==> src/hw/rtl/mssd_pkg.sv <==
// Shared types, codes and helper functions of the seven-segment display driver.
package mssd_pkg;

    localparam int DIGITS_DEFAULT = 4;
    localparam int VALUE_W        = 16;
    localparam int CODE_W         = 8;
    localparam int ENABLE_W       = 4;

    typedef enum logic [1:0] {
        KIND_TICK   = 2'd0,
        KIND_NUMBER = 2'd1,
        KIND_RAW    = 2'd2,
        KIND_TOGGLE = 2'd3
    } kind_t;

    localparam logic [1:0] MODE_ZERO_PAD    = 2'd0;
    localparam logic [1:0] MODE_BLANK       = 2'd1;
    localparam logic [1:0] MODE_SIGNIFICANT = 2'd2;

    localparam logic [CODE_W-1:0] DP_MASK = 8'h80;

    typedef struct packed {
        logic [VALUE_W-1:0] quot;
        logic [3:0]         digit;
    } div10_t;

    // x / 10 == (x * 0xCCCD) >> 19 holds for every 16-bit x
    function automatic div10_t div10(input logic [VALUE_W-1:0] v);
        logic [31:0]        prod;
        logic [VALUE_W-1:0] q;
        logic [VALUE_W-1:0] rem;
        div10_t             r;
        prod = {16'd0, v} * 32'd52429;
        q = {3'd0, prod[31:19]};
        rem = v - ((q << 3) + (q << 1));
        r.quot = q;
        r.digit = rem[3:0];
        return r;
    endfunction

    function automatic logic [CODE_W-1:0] seg7(input logic [3:0] d);
        logic [CODE_W-1:0] s;
        case (d)
            4'd0:    s = 8'h3F;
            4'd1:    s = 8'h06;
            4'd2:    s = 8'h5B;
            4'd3:    s = 8'h4F;
            4'd4:    s = 8'h66;
            4'd5:    s = 8'h6D;
            4'd6:    s = 8'h7D;
            4'd7:    s = 8'h07;
            4'd8:    s = 8'h7F;
            4'd9:    s = 8'h6F;
            default: s = 8'h00;
        endcase
        return s;
    endfunction

endpackage

==> src/hw/rtl/mssd_ifs.sv <==
// Valid/ready channel interfaces for items and scan results.
interface mssd_item_if;
    import mssd_pkg::*;
    logic                valid;
    logic                ready;
    kind_t               kind;
    logic [VALUE_W-1:0]  value;
    logic [1:0]          position;
    logic [CODE_W-1:0]   code;

    modport source (output valid, kind, value, position, code, input ready);
    modport sink   (input valid, kind, value, position, code, output ready);
endinterface

interface mssd_result_if;
    import mssd_pkg::*;
    logic                valid;
    logic                ready;
    logic [CODE_W-1:0]   segments;
    logic [ENABLE_W-1:0] digit_enable;

    modport source (output valid, segments, digit_enable, input ready);
    modport sink   (input valid, segments, digit_enable, output ready);
endinterface

==> src/hw/rtl/mssd_front.sv <==
// Front end: takes items, splits numbers into decimal digits, builds buffer update ops.
module mssd_front #(
    parameter int DIGITS = mssd_pkg::DIGITS_DEFAULT
) (
    input  logic                                clk,
    input  logic                                rst_n,
    mssd_item_if.sink                           item,
    input  logic [1:0]                          number_mode,
    output logic                                op_valid,
    input  logic                                op_ready,
    output mssd_pkg::kind_t                     op_kind,
    output logic [DIGITS-1:0]                   op_mask,
    output logic [DIGITS-1:0][mssd_pkg::CODE_W-1:0] op_codes
);
    import mssd_pkg::*;

    typedef struct packed {
        kind_t                   kind;
        logic [1:0]              position;
        logic [CODE_W-1:0]       code;
        logic [VALUE_W-1:0]      quot;
        logic [DIGITS-1:0][3:0]  digit;
    } stage_t;

    stage_t            stage_reg  [DIGITS];
    stage_t            stage_next [DIGITS];
    logic [DIGITS-1:0] valid_reg;
    logic [DIGITS-1:0] valid_next;
    logic [DIGITS:0]   adv;

    // stage s holds digits 0..s and the quotient left after them
    always_comb
    begin
        div10_t split;
        split = '0;
        adv[DIGITS] = op_ready;
        for (int s = DIGITS - 1; s >= 0; s--)
        begin
            adv[s] = !valid_reg[s] || adv[s+1];
        end
        valid_next = valid_reg;
        for (int s = 0; s < DIGITS; s++)
        begin
            stage_next[s] = stage_reg[s];
        end
        if (adv[0])
        begin
            split = div10(item.value);
            valid_next[0] = item.valid;
            stage_next[0].kind = item.kind;
            stage_next[0].position = item.position;
            stage_next[0].code = item.code;
            stage_next[0].digit = '0;
            stage_next[0].digit[0] = split.digit;
            stage_next[0].quot = split.quot;
        end
        for (int s = 1; s < DIGITS; s++)
        begin
            if (adv[s])
            begin
                split = div10(stage_reg[s-1].quot);
                valid_next[s] = valid_reg[s-1];
                stage_next[s] = stage_reg[s-1];
                stage_next[s].digit[s] = split.digit;
                stage_next[s].quot = split.quot;
            end
        end
    end

    assign item.ready = adv[0];

    always_ff @(posedge clk or negedge rst_n)
    begin
        if (!rst_n)
        begin
            valid_reg <= '0;
        end
        else
        begin
            valid_reg <= valid_next;
        end
    end

    always_ff @(posedge clk)
    begin
        for (int s = 0; s < DIGITS; s++)
        begin
            stage_reg[s] <= stage_next[s];
        end
    end

    // classify the oldest item into a per-position write mask and codes
    always_comb
    begin
        stage_t            last;
        logic              nz;
        logic [DIGITS-1:0] hi_nz;
        logic [3:0]        pos_r;
        logic [DIGITS-1:0] pos_hot;
        logic [CODE_W-1:0] seg;
        logic              wr;
        last = stage_reg[DIGITS-1];
        seg = '0;
        wr = 1'b0;
        nz = 1'b0;
        for (int i = DIGITS - 1; i >= 0; i--)
        begin
            nz = nz | (last.digit[i] != 4'd0);
            hi_nz[i] = nz;
        end
        pos_r = {2'b00, last.position};
        for (int k = 0; k < 4; k++)
        begin
            if (pos_r >= 4'(DIGITS))
            begin
                pos_r = pos_r - 4'(DIGITS);
            end
        end
        for (int j = 0; j < DIGITS; j++)
        begin
            pos_hot[j] = (pos_r == 4'(j));
        end
        op_kind = last.kind;
        op_mask = '0;
        op_codes = '0;
        case (last.kind)
            KIND_NUMBER:
            begin
                // digit i goes to position DIGITS-1-i
                for (int i = 0; i < DIGITS; i++)
                begin
                    seg = seg7(last.digit[i]);
                    case (number_mode)
                        MODE_ZERO_PAD:
                        begin
                            wr = 1'b1;
                        end
                        MODE_BLANK:
                        begin
                            wr = 1'b1;
                            if (i > 0 && !hi_nz[i])
                            begin
                                seg = '0;
                            end
                        end
                        default:
                        begin
                            wr = (i == 0) || hi_nz[i];
                        end
                    endcase
                    op_mask[DIGITS-1-i] = wr;
                    op_codes[DIGITS-1-i] = seg;
                end
            end
            KIND_RAW:
            begin
                op_mask = pos_hot;
                for (int j = 0; j < DIGITS; j++)
                begin
                    op_codes[j] = last.code;
                end
            end
            KIND_TOGGLE:
            begin
                op_mask = pos_hot;
            end
            default:
            begin
                op_mask = '0;
            end
        endcase
    end

    assign op_valid = valid_reg[DIGITS-1];

endmodule

==> src/hw/rtl/mssd_fifo.sv <==
// Two-entry queue between the front end and the display back end.
module mssd_fifo #(
    parameter int WIDTH = 8
) (
    input  logic             clk,
    input  logic             rst_n,
    input  logic             in_valid,
    output logic             in_ready,
    input  logic [WIDTH-1:0] in_data,
    output logic             out_valid,
    input  logic             out_ready,
    output logic [WIDTH-1:0] out_data
);
    logic [WIDTH-1:0] mem_reg [2];
    logic             wr_ptr_reg;
    logic             wr_ptr_next;
    logic             rd_ptr_reg;
    logic             rd_ptr_next;
    logic [1:0]       count_reg;
    logic [1:0]       count_next;
    logic             push;
    logic             pop;

    assign in_ready  = (count_reg != 2'd2);
    assign out_valid = (count_reg != 2'd0);
    assign out_data  = mem_reg[rd_ptr_reg];
    assign push      = in_valid && in_ready;
    assign pop       = out_valid && out_ready;

    always_comb
    begin
        wr_ptr_next = push ? !wr_ptr_reg : wr_ptr_reg;
        rd_ptr_next = pop ? !rd_ptr_reg : rd_ptr_reg;
        count_next  = count_reg + {1'b0, push} - {1'b0, pop};
    end

    always_ff @(posedge clk or negedge rst_n)
    begin
        if (!rst_n)
        begin
            wr_ptr_reg <= 1'b0;
            rd_ptr_reg <= 1'b0;
            count_reg  <= 2'd0;
        end
        else
        begin
            wr_ptr_reg <= wr_ptr_next;
            rd_ptr_reg <= rd_ptr_next;
            count_reg  <= count_next;
        end
    end

    always_ff @(posedge clk)
    begin
        if (push)
        begin
            mem_reg[wr_ptr_reg] <= in_data;
        end
    end

endmodule

==> src/hw/rtl/mssd_back.sv <==
// Back end: owns the display buffer and scan index, applies ops, registers scan output.
module mssd_back #(
    parameter int DIGITS = mssd_pkg::DIGITS_DEFAULT
) (
    input  logic                                    clk,
    input  logic                                    rst_n,
    input  logic                                    op_valid,
    output logic                                    op_ready,
    input  mssd_pkg::kind_t                         op_kind,
    input  logic [DIGITS-1:0]                       op_mask,
    input  logic [DIGITS-1:0][mssd_pkg::CODE_W-1:0] op_codes,
    mssd_result_if.source                           result
);
    import mssd_pkg::*;

    localparam int PW = (DIGITS > 1) ? $clog2(DIGITS) : 1;

    logic [CODE_W-1:0]   disp_reg  [DIGITS];
    logic [CODE_W-1:0]   disp_next [DIGITS];
    logic [PW-1:0]       scan_reg;
    logic [PW-1:0]       scan_next;
    logic                out_valid_reg;
    logic                out_valid_next;
    logic [CODE_W-1:0]   seg_reg;
    logic [CODE_W-1:0]   seg_next;
    logic [ENABLE_W-1:0] en_reg;
    logic [ENABLE_W-1:0] en_next;
    logic                pop;
    logic                tick;

    assign tick     = (op_kind == KIND_TICK);
    // a tick needs the output slot free or draining this cycle
    assign op_ready = !tick || !out_valid_reg || result.ready;
    assign pop      = op_valid && op_ready;

    always_comb
    begin
        for (int p = 0; p < DIGITS; p++)
        begin
            disp_next[p] = disp_reg[p];
            if (pop && op_mask[p])
            begin
                if (op_kind == KIND_TOGGLE)
                begin
                    disp_next[p] = disp_reg[p] ^ DP_MASK;
                end
                else
                begin
                    disp_next[p] = (disp_reg[p] & DP_MASK) | op_codes[p];
                end
            end
        end

        scan_next      = scan_reg;
        seg_next       = seg_reg;
        en_next        = en_reg;
        out_valid_next = result.ready ? 1'b0 : out_valid_reg;
        if (pop && tick)
        begin
            out_valid_next = 1'b1;
            seg_next = disp_reg[scan_reg];
            for (int j = 0; j < ENABLE_W; j++)
            begin
                en_next[j] = (int'(scan_reg) == j);
            end
            scan_next = (scan_reg == PW'(DIGITS - 1)) ? '0 : scan_reg + PW'(1);
        end
    end

    always_ff @(posedge clk or negedge rst_n)
    begin
        if (!rst_n)
        begin
            for (int p = 0; p < DIGITS; p++)
            begin
                disp_reg[p] <= '0;
            end
            scan_reg      <= '0;
            out_valid_reg <= 1'b0;
        end
        else
        begin
            for (int p = 0; p < DIGITS; p++)
            begin
                disp_reg[p] <= disp_next[p];
            end
            scan_reg      <= scan_next;
            out_valid_reg <= out_valid_next;
        end
    end

    always_ff @(posedge clk)
    begin
        seg_reg <= seg_next;
        en_reg  <= en_next;
    end

    assign result.valid        = out_valid_reg;
    assign result.segments     = seg_reg;
    assign result.digit_enable = en_reg;

endmodule

==> src/hw/rtl/multiplexed_seven_segment_driver.sv <==
// Top level of the multiplexed seven-segment display driver.
//
// item channel (valid/ready): kind selects a scan tick, a number write, a raw code
// write or a decimal point toggle. result channel: one transfer per scan tick with
// the scanned position's segment byte and a one-hot digit enable.
// cfg_wr_en/cfg_wr_data write number_mode; change it only while the block is idle.
//
// Throughput: one item per cycle unless a result stall backs up the stages. An item
// moves through DIGITS digit extraction stages (one divide-by-ten per stage), a
// two-entry queue and the back end's output register before a tick's result shows up.
// Buffer writes become visible to ticks in item order.
//
// Reset clears the buffer, the scan index and all valid flags; number_mode
// resets to significant-digits-only. When the result receiver stalls, the held
// result stays, ticks back up into the queue and digit stages, and item.ready
// drops once every stage is full; writes ahead of a stalled tick still complete.
module multiplexed_seven_segment_driver #(
    parameter int DIGITS = mssd_pkg::DIGITS_DEFAULT
) (
    input  logic          clk,
    input  logic          rst_n,
    mssd_item_if.sink     item,
    mssd_result_if.source result,
    input  logic          cfg_wr_en,
    input  logic [1:0]    cfg_wr_data
);
    import mssd_pkg::*;

    localparam int OP_W = 2 + DIGITS + DIGITS * CODE_W;

    logic [1:0]                   mode_reg;
    logic                         f_valid;
    logic                         f_ready;
    kind_t                        f_kind;
    logic [DIGITS-1:0]            f_mask;
    logic [DIGITS-1:0][CODE_W-1:0] f_codes;
    logic [OP_W-1:0]              q_in;
    logic [OP_W-1:0]              q_out;
    logic                         op_valid;
    logic                         op_ready;
    kind_t                        op_kind;
    logic [DIGITS-1:0]            op_mask;
    logic [DIGITS-1:0][CODE_W-1:0] op_codes;

    always_ff @(posedge clk or negedge rst_n)
    begin
        if (!rst_n)
        begin
            mode_reg <= MODE_SIGNIFICANT;
        end
        else if (cfg_wr_en)
        begin
            mode_reg <= cfg_wr_data;
        end
    end

    mssd_front #(.DIGITS(DIGITS)) u_front (
        .clk         (clk),
        .rst_n       (rst_n),
        .item        (item),
        .number_mode (mode_reg),
        .op_valid    (f_valid),
        .op_ready    (f_ready),
        .op_kind     (f_kind),
        .op_mask     (f_mask),
        .op_codes    (f_codes)
    );

    assign q_in = {f_kind, f_mask, f_codes};

    mssd_fifo #(.WIDTH(OP_W)) u_fifo (
        .clk       (clk),
        .rst_n     (rst_n),
        .in_valid  (f_valid),
        .in_ready  (f_ready),
        .in_data   (q_in),
        .out_valid (op_valid),
        .out_ready (op_ready),
        .out_data  (q_out)
    );

    assign op_kind  = kind_t'(q_out[OP_W-1 -: 2]);
    assign op_mask  = q_out[DIGITS*CODE_W +: DIGITS];
    assign op_codes = q_out[DIGITS*CODE_W-1:0];

    mssd_back #(.DIGITS(DIGITS)) u_back (
        .clk      (clk),
        .rst_n    (rst_n),
        .op_valid (op_valid),
        .op_ready (op_ready),
        .op_kind  (op_kind),
        .op_mask  (op_mask),
        .op_codes (op_codes),
        .result   (result)
    );

    // a tick leaves the queue only when the output register can take it
    a_tick_slot: assert property (@(posedge clk) disable iff (!rst_n)
        (op_valid && op_ready && op_kind == KIND_TICK) |-> (!result.valid || result.ready))
        else $error("tick transfer with output register occupied");

    a_tick_no_write: assert property (@(posedge clk) disable iff (!rst_n)
        (op_valid && op_kind == KIND_TICK) |-> (op_mask == '0))
        else $error("tick op carries a buffer write");

    a_single_pos: assert property (@(posedge clk) disable iff (!rst_n)
        (op_valid && (op_kind == KIND_RAW || op_kind == KIND_TOGGLE)) |-> $onehot(op_mask))
        else $error("raw or toggle op does not hit exactly one position");

    a_enable_hot: assert property (@(posedge clk) disable iff (!rst_n)
        result.valid |-> $onehot0(result.digit_enable))
        else $error("digit enable has more than one bit set");

endmodule
==> src/flat_wrapper.sv <==
// flat-port wrapper written by rule: the top's interface ports become plain ports
module multiplexed_seven_segment_driver_flat import mssd_pkg::*;
#(
    parameter int DIGITS = mssd_pkg::DIGITS_DEFAULT
)
  (clk, rst_n, cfg_wr_en, cfg_wr_data, item_valid, item_kind, item_value, item_position, item_code, item_ready, result_valid, result_segments, result_digit_enable, result_ready);
  mssd_item_if item_i ();
  mssd_result_if result_i ();
  input  logic clk;
  input  logic rst_n;
  input  logic cfg_wr_en;
  input  logic [1:0] cfg_wr_data;
  input wire logic [$bits(item_i.valid)-1:0] item_valid;
  input wire logic [$bits(item_i.kind)-1:0] item_kind;
  input wire logic [$bits(item_i.value)-1:0] item_value;
  input wire logic [$bits(item_i.position)-1:0] item_position;
  input wire logic [$bits(item_i.code)-1:0] item_code;
  output wire logic [$bits(item_i.ready)-1:0] item_ready;
  output wire logic [$bits(result_i.valid)-1:0] result_valid;
  output wire logic [$bits(result_i.segments)-1:0] result_segments;
  output wire logic [$bits(result_i.digit_enable)-1:0] result_digit_enable;
  input wire logic [$bits(result_i.ready)-1:0] result_ready;
  assign item_i.valid = item_valid;
  assign item_i.kind = item_kind;
  assign item_i.value = item_value;
  assign item_i.position = item_position;
  assign item_i.code = item_code;
  assign item_ready = item_i.ready;
  assign result_valid = result_i.valid;
  assign result_segments = result_i.segments;
  assign result_digit_enable = result_i.digit_enable;
  assign result_i.ready = result_ready;
  multiplexed_seven_segment_driver #(.DIGITS(DIGITS)) u_core (.clk(clk), .rst_n(rst_n), .item(item_i), .result(result_i), .cfg_wr_en(cfg_wr_en), .cfg_wr_data(cfg_wr_data));
endmodule
==> config.mk <==
export PLATFORM = sky130hd
export DESIGN_NAME = multiplexed_seven_segment_driver_flat
export DESIGN_NICKNAME = d
export VERILOG_FILES = /design/src/hw/rtl/mssd_pkg.sv /design/src/hw/rtl/mssd_ifs.sv /design/src/hw/rtl/mssd_front.sv /design/src/hw/rtl/mssd_fifo.sv /design/src/hw/rtl/mssd_back.sv /design/src/hw/rtl/multiplexed_seven_segment_driver.sv /design/src/flat_wrapper.sv
export SDC_FILE = /design/constraint.sdc
export NUM_CORES = 1
export LEC_CHECK = 0
export ABC_AREA = 0
export BUFFER_PORTS_ARGS = -buffer_cell sky130_fd_sc_hd__buf_2
export CORE_UTILIZATION = 65
export CTS_CLUSTER_DIAMETER = 100
export DETAILED_ROUTE_END_ITERATION = 10
export PLACE_DENSITY = 0.82
export SYNTH_ARGS = -nofsm -noshare
export SYNTH_HDL_FRONTEND = slang
export SYNTH_HIERARCHICAL = 1
export SYNTH_SLANG_ARGS = --single-unit
==> constraint.sdc <==
create_clock -name clk -period 8.2 [get_ports clk]
set_input_delay 0.41 -clock clk [delete_from_list [all_inputs] [get_ports clk]]
set_output_delay 0.41 -clock clk [all_outputs]
set_load 0.1 [all_outputs]
==> impl_metrics.csv, run 1 <==
group,metric,value,unit
critical_path,cpPeakStageDelay,0.57,ns
sta,max_freq,158,MHz
yosys,syn_nets,2895,
global_routing,grt_max_degree,46,
die,io_pins,49,
hold_path,hold_path_class,"input pin to async pin",
critical_path,slowest_stage,"fa_1",
routing,wirelength,50.9,mm
clock_network,cts_resized,0,
yosys,synth_top_cell_area_share,25.7,%
sta,slew_viol_final,0,
run,cap_violations,0,
sta,clock_skew,0.0221,ns
critical_path,end_kind,"flip-flop",
routing,viasPerCell,5.58,
critical_path,cp_max_fo,5,
yosys,synthFlopType,"edfxtp_1",
cells_and_area,antenna_cells,0,
sta,slew_headroom,21.9,%
critical_path,worstSetupPathDepth,22,
die,die_height,198,um
cells_and_area,final_cell_mix,"ha_1, inv_1, fa_1",
critical_path,reg2reg_from,"u_core/u_front/stage_reg[2][21]",
critical_path,crit_buf_inv,2,
global_routing,grt_pass1_wl,83.4,mm
global_routing,grt_pass1_vias,16400,
critical_path,cp-endpoint,"u_core/u_front/stage_reg[3][15]",
cells_and_area,nFillCells,2622,
outcome,status,"finished clean",
placement,dp_hpwl,41.1,mm
sta,finalSetupViolCount,0,
yosys,synth-edff-count,215,
cells_and_area,area_growth,8.35,%
routing,via_count,15100,
cells_and_area,nets,2973,
routing,drtAntennaViolNets,0,
clock_network,insertion_delay,0.58,ns
clock_network,clk_pin_slew,0.06,ns
critical_path,worstPathRequired,8.54,ns
routing,drc,0,
yosys,synthArstFlopShare,17.3,%
cells_and_area,final_common_cell,"ha_1",
global_routing,grt_remaining_overflow,0,
routing,drtPass1Iterations,5,
critical_path,rrSetupSlack,1.88,ns
placement,io_buffers,48,
clock_network,cts.path.max_buffers,3,
sta,worst_pin_slew,1.17,ns
sta,rsz0062_at_grt,"false",
clock_network,cts_sinks,260,
critical_path,r2r_end,"u_core/u_front/stage_reg[3][15]",
sta,hold_viol_final,0,
critical_path,cp_common_cell,"fa_1",
sta,setup_tns,0,ns
placement,gp_congestion,0.976,
placement,dp.cells,2643,
clock_network,cts_root_buf,"clkbuf_16",
global_routing,grt_usage,27.4,%
yosys,ys_seq_area_share,30.2,%
clock_network,cts_made_buffers,30,
yosys,avgSynthCellArea,12.0,um^2
routing,drt_iter0_markers,806,
yosys,yosys.area.top_type,"edfxtp_1",
cells_and_area,drive_gt1_share,9.68,%
critical_path,crit_chain,"ha_1 > fa_1 > fa_1 > fa_1 > fa_1 > inv_1 > fa_1 > inv_1 > ha_1 > nand3_1 > nor2_1 > a221oi_1 > o211ai_1 > a21oi_1 > nor2b_1 > nor2_1 > xnor2_1 > ha_1 > a221oi_1 > nand3_1 > xnor2_1 > xnor2_1",
critical_path,worstSetupPathType,"flip-flop to flip-flop",
critical_path,crit_path_start_kind,"flip-flop",
yosys,ys_warn_count,6,
cells_and_area,final_cells,2712,
clock_network,ctsHtreeMaxLevel,1,
die,rows,71,
critical_path,crit_family,"adder cells",
die,initial_core_util,66.3,%
critical_path,crit_start,"u_core/u_front/stage_reg[2][21]",
yosys,synth.distinct_cells,72,
yosys,ys_ff_latch,260,
die,core,37800,um^2
clock_network,cts_tree,"yes",
cells_and_area,largest_reg_flops,127,
critical_path,cp.arrival,6.66,ns
global_routing,antenna_found_initial,0,
yosys,ys_top_cells_by_area,"edfxtp_1, ha_1, fa_1",
die,die_w,198,um
sta,period_share,77.1,%
sta,fin_crit,6.32,ns
critical_path,r2r_cells,22,
routing,detail_route.wl_per_cell,18.8,um
die,dieArea,39400,um^2
yosys,synthCells,2099,
yosys,syn_area,25100,um^2
-- cells in the mapped netlist (all sizes together) (21+ instances only) --
cell    number
ha         506
edfxtp     215
and2        21
nor2        43
nand2       47
o21a        21
inv        492
fa         255
o21ai       52
mux2        70
xnor2       54
dfrtp       44
a21oi       58
-- what timing repair did --
action / 4_1_cts / 5_1_grt
hold endpoints to repair: 13 / 0
hold buffers: 13 / 0
buffers inserted: 0 / 0
-- logic make-up (layout without fill, tap and decap cells) --
group                    after synthesis  after routing  synth area share, %
buffers and inverters                511            613                 7.76
multiplexers                          79             79                 3.90
flip-flops                           260            260                 30.2
AND/OR/NAND/NOR                      199            199                 4.17
AO/OA/AOI/OAI                        219            219                 5.93
adder cells (fa/ha/maj)              761            761                 45.6
XOR/XNOR                              70             70                 2.44
-- layer usage --
metal	track usage [%]	wire length, um	vias to the layer above
met3	3.26	1820	87
met5	0	0	-
li1	-	-	7174
met2	47.3	25200	301
met4	7.35	1310	0
met1	36.5	22600	7584
-- worst min path at each step --
stage                                                 end                            start  slack (ns)
after floorplan                        u_core/mode_reg[0]                            rst_n        0.11
after global placement     u_core/u_front/stage_reg[1][2]   u_core/u_front/stage_reg[0][2]        0.40
final                          u_core/u_back/disp_reg[24]                            rst_n       0.003
after detailed placement  u_core/u_front/stage_reg[3][43]  u_core/u_front/stage_reg[2][43]        0.40
after CTS                      u_core/u_back/disp_reg[24]                            rst_n        0.01
after global routing           u_core/u_back/disp_reg[24]                            rst_n        0.08
-- final cells by class --
cell class | count | area, um^2 | share of cell area, %
tap | 511 | 639 | 2.35
clock buffer | 37 | 860 | 3.16
timing repair buffer | 65 | 400 | 1.47
sequential | 260 | 7580 | 27.9
clock inverter | 19 | 290 | 1.07
multi-input combinational | 1328 | 15600 | 57.3
inverter | 492 | 1850 | 6.79
-- through the flow --
stage	utilization, %	hold slack (ns)	area, um^2	setup slack [ns]
after global placement	68.5	0.401	25900	2.15
after CTS	71.9	0.00960	27200	1.90
after floorplan	-	0.114	25100	2.42
after detailed placement	68.5	0.405	25900	1.88
after global routing	71.9	0.0760	27200	1.58
final	71.9	0.00300	27200	1.88
Power of run 1 is not shown: default switching activity piles up to over one toggle a cycle in this logic, so the estimate is an artifact.
==> run 2, diff against run 1 <==
CORE_UTILIZATION = 59   (was 65)
PLACE_DENSITY = 0.79   (was 0.82)
clock period = 5.5 ns   (was 8.2 ns; I/O delays follow)
==> run 2 against run 1 <==
Effect of this change:
- the flow now finishes with violations (negative setup slack)
- worst hold slack better by 0.038 ns
- setup slack worse by 2.2 ns
- die area up 10%
- first-iteration DRC count up 8.3%
- register-to-register slack worse by 2.2 ns
- cell count up 8.7%
- wire length up 6.8%
==> impl_metrics.csv, run 2 (synthesis results as in run 1) <==
group,metric,value,unit
outcome,status,"complete, but fails checks",
outcome,violations,"negative setup slack",
sta,clock_skew,0.0232,ns
critical_path,reg2reg_from,"u_core/u_front/stage_reg[2][17]",
placement,gp_congestion,0.951,
cells_and_area,area_growth,16.9,%
critical_path,worstSetupPathType,"flip-flop to flip-flop",
critical_path,worstPathRequired,5.82,ns
clock_network,clk_pin_slew,0.06,ns
sta,period_share,106,%
sta,slew_headroom,21.6,%
critical_path,cp-endpoint,"u_core/u_front/stage_reg[3][15]",
cells_and_area,multiInputGateArea,16200,um^2
cells_and_area,largest_reg_flops,127,
routing,viasPerCell,5.49,
routing,wirelength,54.4,mm
critical_path,cp.arrival,6.16,ns
critical_path,crit_path_start_kind,"flip-flop",
routing,detail_route.wl_per_cell,18.5,um
global_routing,grt_usage,25.8,%
routing,via_count,16200,
global_routing,grt_remaining_overflow,0,
clock_network,cts.path.max_buffers,3,
cells_and_area,drive_gt1_share,20.6,%
placement,dp.cells,2841,
cells_and_area,nFillCells,2814,
cells_and_area,final_cells,2947,
sta,hold_viol_final,0,
routing,drc,0,
die,core,41900,um^2
sta,worst_slack,-0.347,ns
sta,finalSetupViolCount,8,
critical_path,r2r_cells,26,
hold_path,hold_path_class,"input pin to flip-flop",
placement,io_buffers,48,
die,die_w,208,um
die,initial_core_util,59.8,%
critical_path,r2r_end,"u_core/u_front/stage_reg[3][15]",
clock_network,cts_root_buf,"clkbuf_16",
cells_and_area,final_cell_mix,"inv_1, ha_1, fa_1",
cells_and_area,nets,3181,
sta,rsz0062_at_grt,"true",
die,dieArea,43400,um^2
cells_and_area,ff_latch_area,7580,um^2
run,cap_violations,0,
clock_network,insertion_delay,0.58,ns
die,io_pins,49,
cells_and_area,final_common_cell,"inv_1",
critical_path,crit_start,"u_core/u_front/stage_reg[2][17]",
global_routing,antenna_found_initial,1,
clock_network,ctsHtreeMaxLevel,1,
critical_path,end_kind,"flip-flop",
global_routing,grt_pass1_wl,88.8,mm
global_routing,grt_pass1_vias,17700,
placement,dp_hpwl,43.4,mm
clock_network,cts_tree,"yes",
routing,drt_iter0_markers,873,
critical_path,cp_max_fo,4,
clock_network,cts_made_buffers,28,
clock_network,cts_sinks,260,
critical_path,rrSetupSlack,-0.35,ns
sta,max_freq,171,MHz
die,rows,75,
routing,drtPass1Iterations,5,
sta,fin_crit,5.85,ns
routing,drtAntennaViolNets,0,
global_routing,grt_max_degree,46,
sta,worst_pin_slew,1.17,ns
sta,slew_viol_final,0,
die,die_height,208,um
## run 2: cell types whose count changed in the layout (fill, tap and decap cells not counted), moves of 5 or more
cell / previous run / this run
inv_2: 0 / 16
buf_6: 0 / 11
xnor2_1: 54 / 49
inv_1: 492 / 475
clkbuf_1: 1 / 8
buf_4: 4 / 199
xnor2_2: 0 / 5
ha_1: 506 / 469
ha_4: 0 / 33
## run 2: timing repair
action | in CTS | in global routing
resized for setup | 57 | 50
gates cloned | 0 | 0
setup endpoints to repair | 21 | 23
endpoints found under the hold margin | 59 | 0
hold buffers | 16 | 0
buffers inserted | 26 | 11
pin swaps | 61 | 35
## run 2: how the worst min path moves through the flow
stage,startpoint,endpoint,cells after the start
after floorplan,rst_n,u_core/mode_reg[0],0
after global placement,u_core/u_front/stage_reg[1][2],u_core/u_front/stage_reg[2][2],0
after detailed placement,u_core/u_front/stage_reg[2][1],u_core/u_front/stage_reg[3][1],0
after CTS,result_ready,u_core/u_back/result.valid,3
after global routing,result_ready,u_core/u_back/result.valid,3
final,result_ready,u_core/u_back/result.valid,3
## run 2: per-stage QoR
stage | hold slack [ns] | TNS, ns | setup WS [ns] | utilization, % | cell area, um^2
6_report | 0.0412 | -0.749 | -0.347 | 69.9 | 29300
5_1_grt | 0.0504 | -2.67 | -0.593 | 69.9 | 29300
4_1_cts | 0.0141 | -1.12 | -0.352 | 69.0 | 29000
3_5_place_dp | 0.405 | -4.07 | -0.430 | 65.1 | 27300
3_3_place_gp | 0.400 | -2.10 | -0.322 | 65.1 | 27300
2_1_floorplan | -0.0206 | -0.127 | -0.127 | - | 25200
## run 2: critical path, cell delays in order, from the launching register on
cell and delay [ns]:
edfxtp_1 0.48, ha_1 0.34, inv_1 0.07, ha_1 0.27
inv_1 0.05, fa_1 0.48, inv_1 0.05, fa_1 0.45
fa_1 0.49, inv_1 0.05, fa_1 0.47, inv_1 0.06
ha_4 0.28, nand3_4 0.08, nor2_4 0.13, o211ai_1 0.10
o211ai_1 0.31, a21oi_2 0.11, nor2b_1 0.12, nor2_1 0.06
xnor2_1 0.16, ha_2 0.20, xor2_1 0.18, xnor2_1 0.17
xnor2_1 0.20, xnor2_2 0.16, xnor2_1 0.09
## run 2: cell type report
cell class	instances	area share (%)
Clock buffer	40	2.72
Timing Repair Buffer	275	6.95
Tap cell	539	2.30
Sequential cell	260	25.8
Multi-Input combinational cell	1328	55.3
Inverter	492	6.30
Antenna cell	1	0.00853
Clock inverter	12	0.537
## run 2: per-layer routing
layer | up-vias | GRT usage (%) | share of wire [%]
li1 | 7580 | - | -
met1 | 8109 | 33.5 | 42
met2 | 380 | 45.7 | 51
met3 | 109 | 2.63 | 4.2
met4 | 0 | 7.48 | 2.6
met5 | - | 0 | 0
Power of run 2 is left out for the same reason.
==> run 3, diff against run 2 <==
ABC_AREA = 1   (was 0)
==> run 3 against run 2 <==
Effect of this change:
- the run still ends with negative setup slack left
- non-clock buffer count fell by 77
- via count rose by 20%
- setup slack improved by 0.32 ns
- register-to-register slack improved by 0.32 ns
- utilization fell by 2.1 points
- area after synthesis rose by 6.9%
- worst hold slack improved by 0.16 ns
- flip-flop and latch count did not move
- clock skew fell by 0.0014 ns
- count of clock-buffer cells in the layout fell by 7
- critical path type unchanged
==> impl_metrics.csv, run 3 <==
group,metric,value,unit
outcome,status,"complete, but fails checks",
outcome,violations,"negative setup slack",
sta,fin_crit,5.53,ns
global_routing,grt_usage,27.1,%
clock_network,clk_pin_slew,0.06,ns
routing,drtAntennaViolNets,0,
global_routing,met2_usage,47.5,%
cells_and_area,fin_util,67.8,%
die,dieArea,46300,um^2
cells_and_area,nFillCells,3451,
routing,drt_iter0_markers,1181,
cells_and_area,nets,3772,
clock_network,cts_root_buf,"clkbuf_16",
yosys,ys_seq_area_share,28.3,%
critical_path,cp_max_fo,3,
die,die_height,215,um
routing,via_count,19400,
die,io_pins,49,
yosys,yosys.area.top_type,"edfxtp_1",
critical_path,end_kind,"flip-flop",
critical_path,cp.arrival,5.87,ns
critical_path,worstPathRequired,5.84,ns
routing,viasPerCell,5.41,
sta,period_share,101,%
yosys,synth-edff-count,215,
routing,wirelength,61.1,mm
yosys,synthArstFlopShare,17.3,%
hold_path,hold_path_class,"input pin to flip-flop",
yosys,avgSynthCellArea,9.65,um^2
clock_network,cts_made_buffers,30,
yosys,ys_top_cells_by_area,"edfxtp_1, ha_1, fa_1",
clock_network,cts_sinks,260,
yosys,yosysMostFrequentCell,"inv_1",
cells_and_area,final_cell_mix,"inv_1, nand2_1, ha_1",
clock_network,insertion_delay,0.58,ns
placement,gp_congestion,0.949,
global_routing,met3_usage,3.21,%
critical_path,worstSetupPathType,"flip-flop to flip-flop",
routing,drc,0,
yosys,ys_warn_count,6,
clock_network,ctsHtreeMaxLevel,1,
sta,slew_headroom,25.0,%
sta,hold_viol_final,0,
cells_and_area,drive_gt1_share,10.3,%
global_routing,grt_pass1_wl,100,mm
cells_and_area,final_common_cell,"inv_1",
global_routing,grt_use_met1,34.9,%
sta,finalSetupViolCount,1,
yosys,syn_nets,3574,
routing,detail_route.wl_per_cell,17.0,um
cells_and_area,largest_reg_flops,127,
sta,max_freq,181,MHz
sta,worst_pin_slew,1.12,ns
critical_path,crit_path_start_kind,"flip-flop",
sta,slew_viol_final,0,
run,cap_violations,0,
yosys,syn_area,26800,um^2
global_routing,grt_remaining_overflow,0,
critical_path,cpPeakStageDelay,0.56,ns
yosys,synth_top_cell_area_share,24.1,%
sta,clock_skew,0.0218,ns
placement,io_buffers,48,
yosys,synth.distinct_cells,48,
die,rows,77,
critical_path,slowest_stage,"fa_2",
yosys,synthCells,2778,
clock_network,cts_tree,"yes",
yosys,ys_ff_latch,260,
yosys,synthFlopType,"edfxtp_1",
die,core,44500,um^2
placement,dp_hpwl,51.2,mm
global_routing,grt_pass1_vias,20400,
cells_and_area,area_growth,12.6,%
clock_network,cts.path.max_buffers,3,
die,die_w,215,um
global_routing,grt_max_degree,46,
die,initial_core_util,60.2,%
sta,worst_slack,-0.0276,ns
sta,rsz0062_at_grt,"true",
cells_and_area,ff_latch_area,7580,um^2
global_routing,grt_most_used_layer,"met2",
critical_path,cp_common_cell,"nand2_1",
cells_and_area,multiInputGateArea,17200,um^2
global_routing,antenna_found_initial,2,
routing,drtPass1Iterations,7,
yosys,synthTopCellsByCount,"inv_1, ha_1, nand2_1",
[run 3: cell count changes after synthesis, sizes merged, moves of 14 or more]
cell / previous run / this run
o21ai: 52 / 86
a21oi: 58 / 137
mux2: 70 / 0
nand3: 18 / 77
o21a: 21 / 7
nand2b: 15 / 0
inv: 492 / 596
nand2: 47 / 497
nor2: 43 / 128
and2: 21 / 4
nand4: 7 / 48
xnor2: 54 / 20
[run 3: layout make-up]
type                    count  area share (%)
diodes                      2          0.0166
flip-flops and latches    260            25.1
multi-input cells        1890            56.9
repair buffers            198            4.71
clock buffers              33            2.59
clock inverters            21           0.771
well taps                 592            2.45
inverters                 596            7.41
[run 3: logic make-up after synthesis]
kind of cell	count (synthesis)	share of synthesized area, %
fa+ha+maj	761	42.6
buf+inv	628	9.03
flops	260	28.3
xor+xnor	49	1.60
simple gates	795	12.5
compound gates	285	5.91
[run 3: path summary, 6_finish.rpt]
path	startpoint	end	slack [ns]	cells past startpoint
min reg2reg	u_core/u_front/stage_reg[2][2]	u_core/u_front/stage_reg[3][2]	0.40	0
max reg2reg	u_core/u_front/stage_reg[2][22]	u_core/u_front/stage_reg[3][15]	-0.03	29
max	u_core/u_front/stage_reg[2][22]	u_core/u_front/stage_reg[3][15]	-0.03	29
min	item_value[1]	u_core/u_front/stage_reg[0][0]	0.21	2
max in group asynchronous	rst_n	u_core/mode_reg[0]	4.35	2
min in group asynchronous	rst_n	u_core/u_fifo/count_reg[0]	0.45	2
[run 3: critical path, delay by kind of cell, from the launching register on]
family	cells	cell delay [ns]
AND/OR/NAND/NOR	10	0.81
buffers and inverters	8	0.54
AO/OA/AOI/OAI	1	0.12
flip-flops	1	0.47
XOR/XNOR	2	0.32
adder cells (fa/ha/maj)	8	3.02
[run 3: layer usage]
layer  vias to the layer above  wire [um]
li1                       9408          -
met1                      9338      26200
met2                       536      30100
met3                       152       2650
met4                         0       2100
met5                         -          0
[run 3: through the flow]
stage | setup slack [ns] | setup TNS [ns] | instance area (um^2) | cells | hold WS (ns)
CTS | 0.00250 | 0 | 29800 | 3574 | 0.181
detailed placement | -0.177 | -0.257 | 28500 | 3498 | 0.405
floorplan | 0.143 | 0 | 26800 | 2778 | -0.0206
global placement | -0.0661 | -0.0661 | 28500 | 3498 | 0.401
finish | -0.0276 | -0.0276 | 30200 | 3592 | 0.206
global route | -0.296 | -0.579 | 30200 | 3592 | 0.172
[run 3: timing repair]
action,4_1_cts,5_1_grt
pin swaps,9,5
endpoints found under the hold margin,60,0
hold buffers,21,0
gates resized for setup,19,36
setup endpoints to repair,2,5
setup buffers,1,16
Power of run 3 is left out for the same reason.
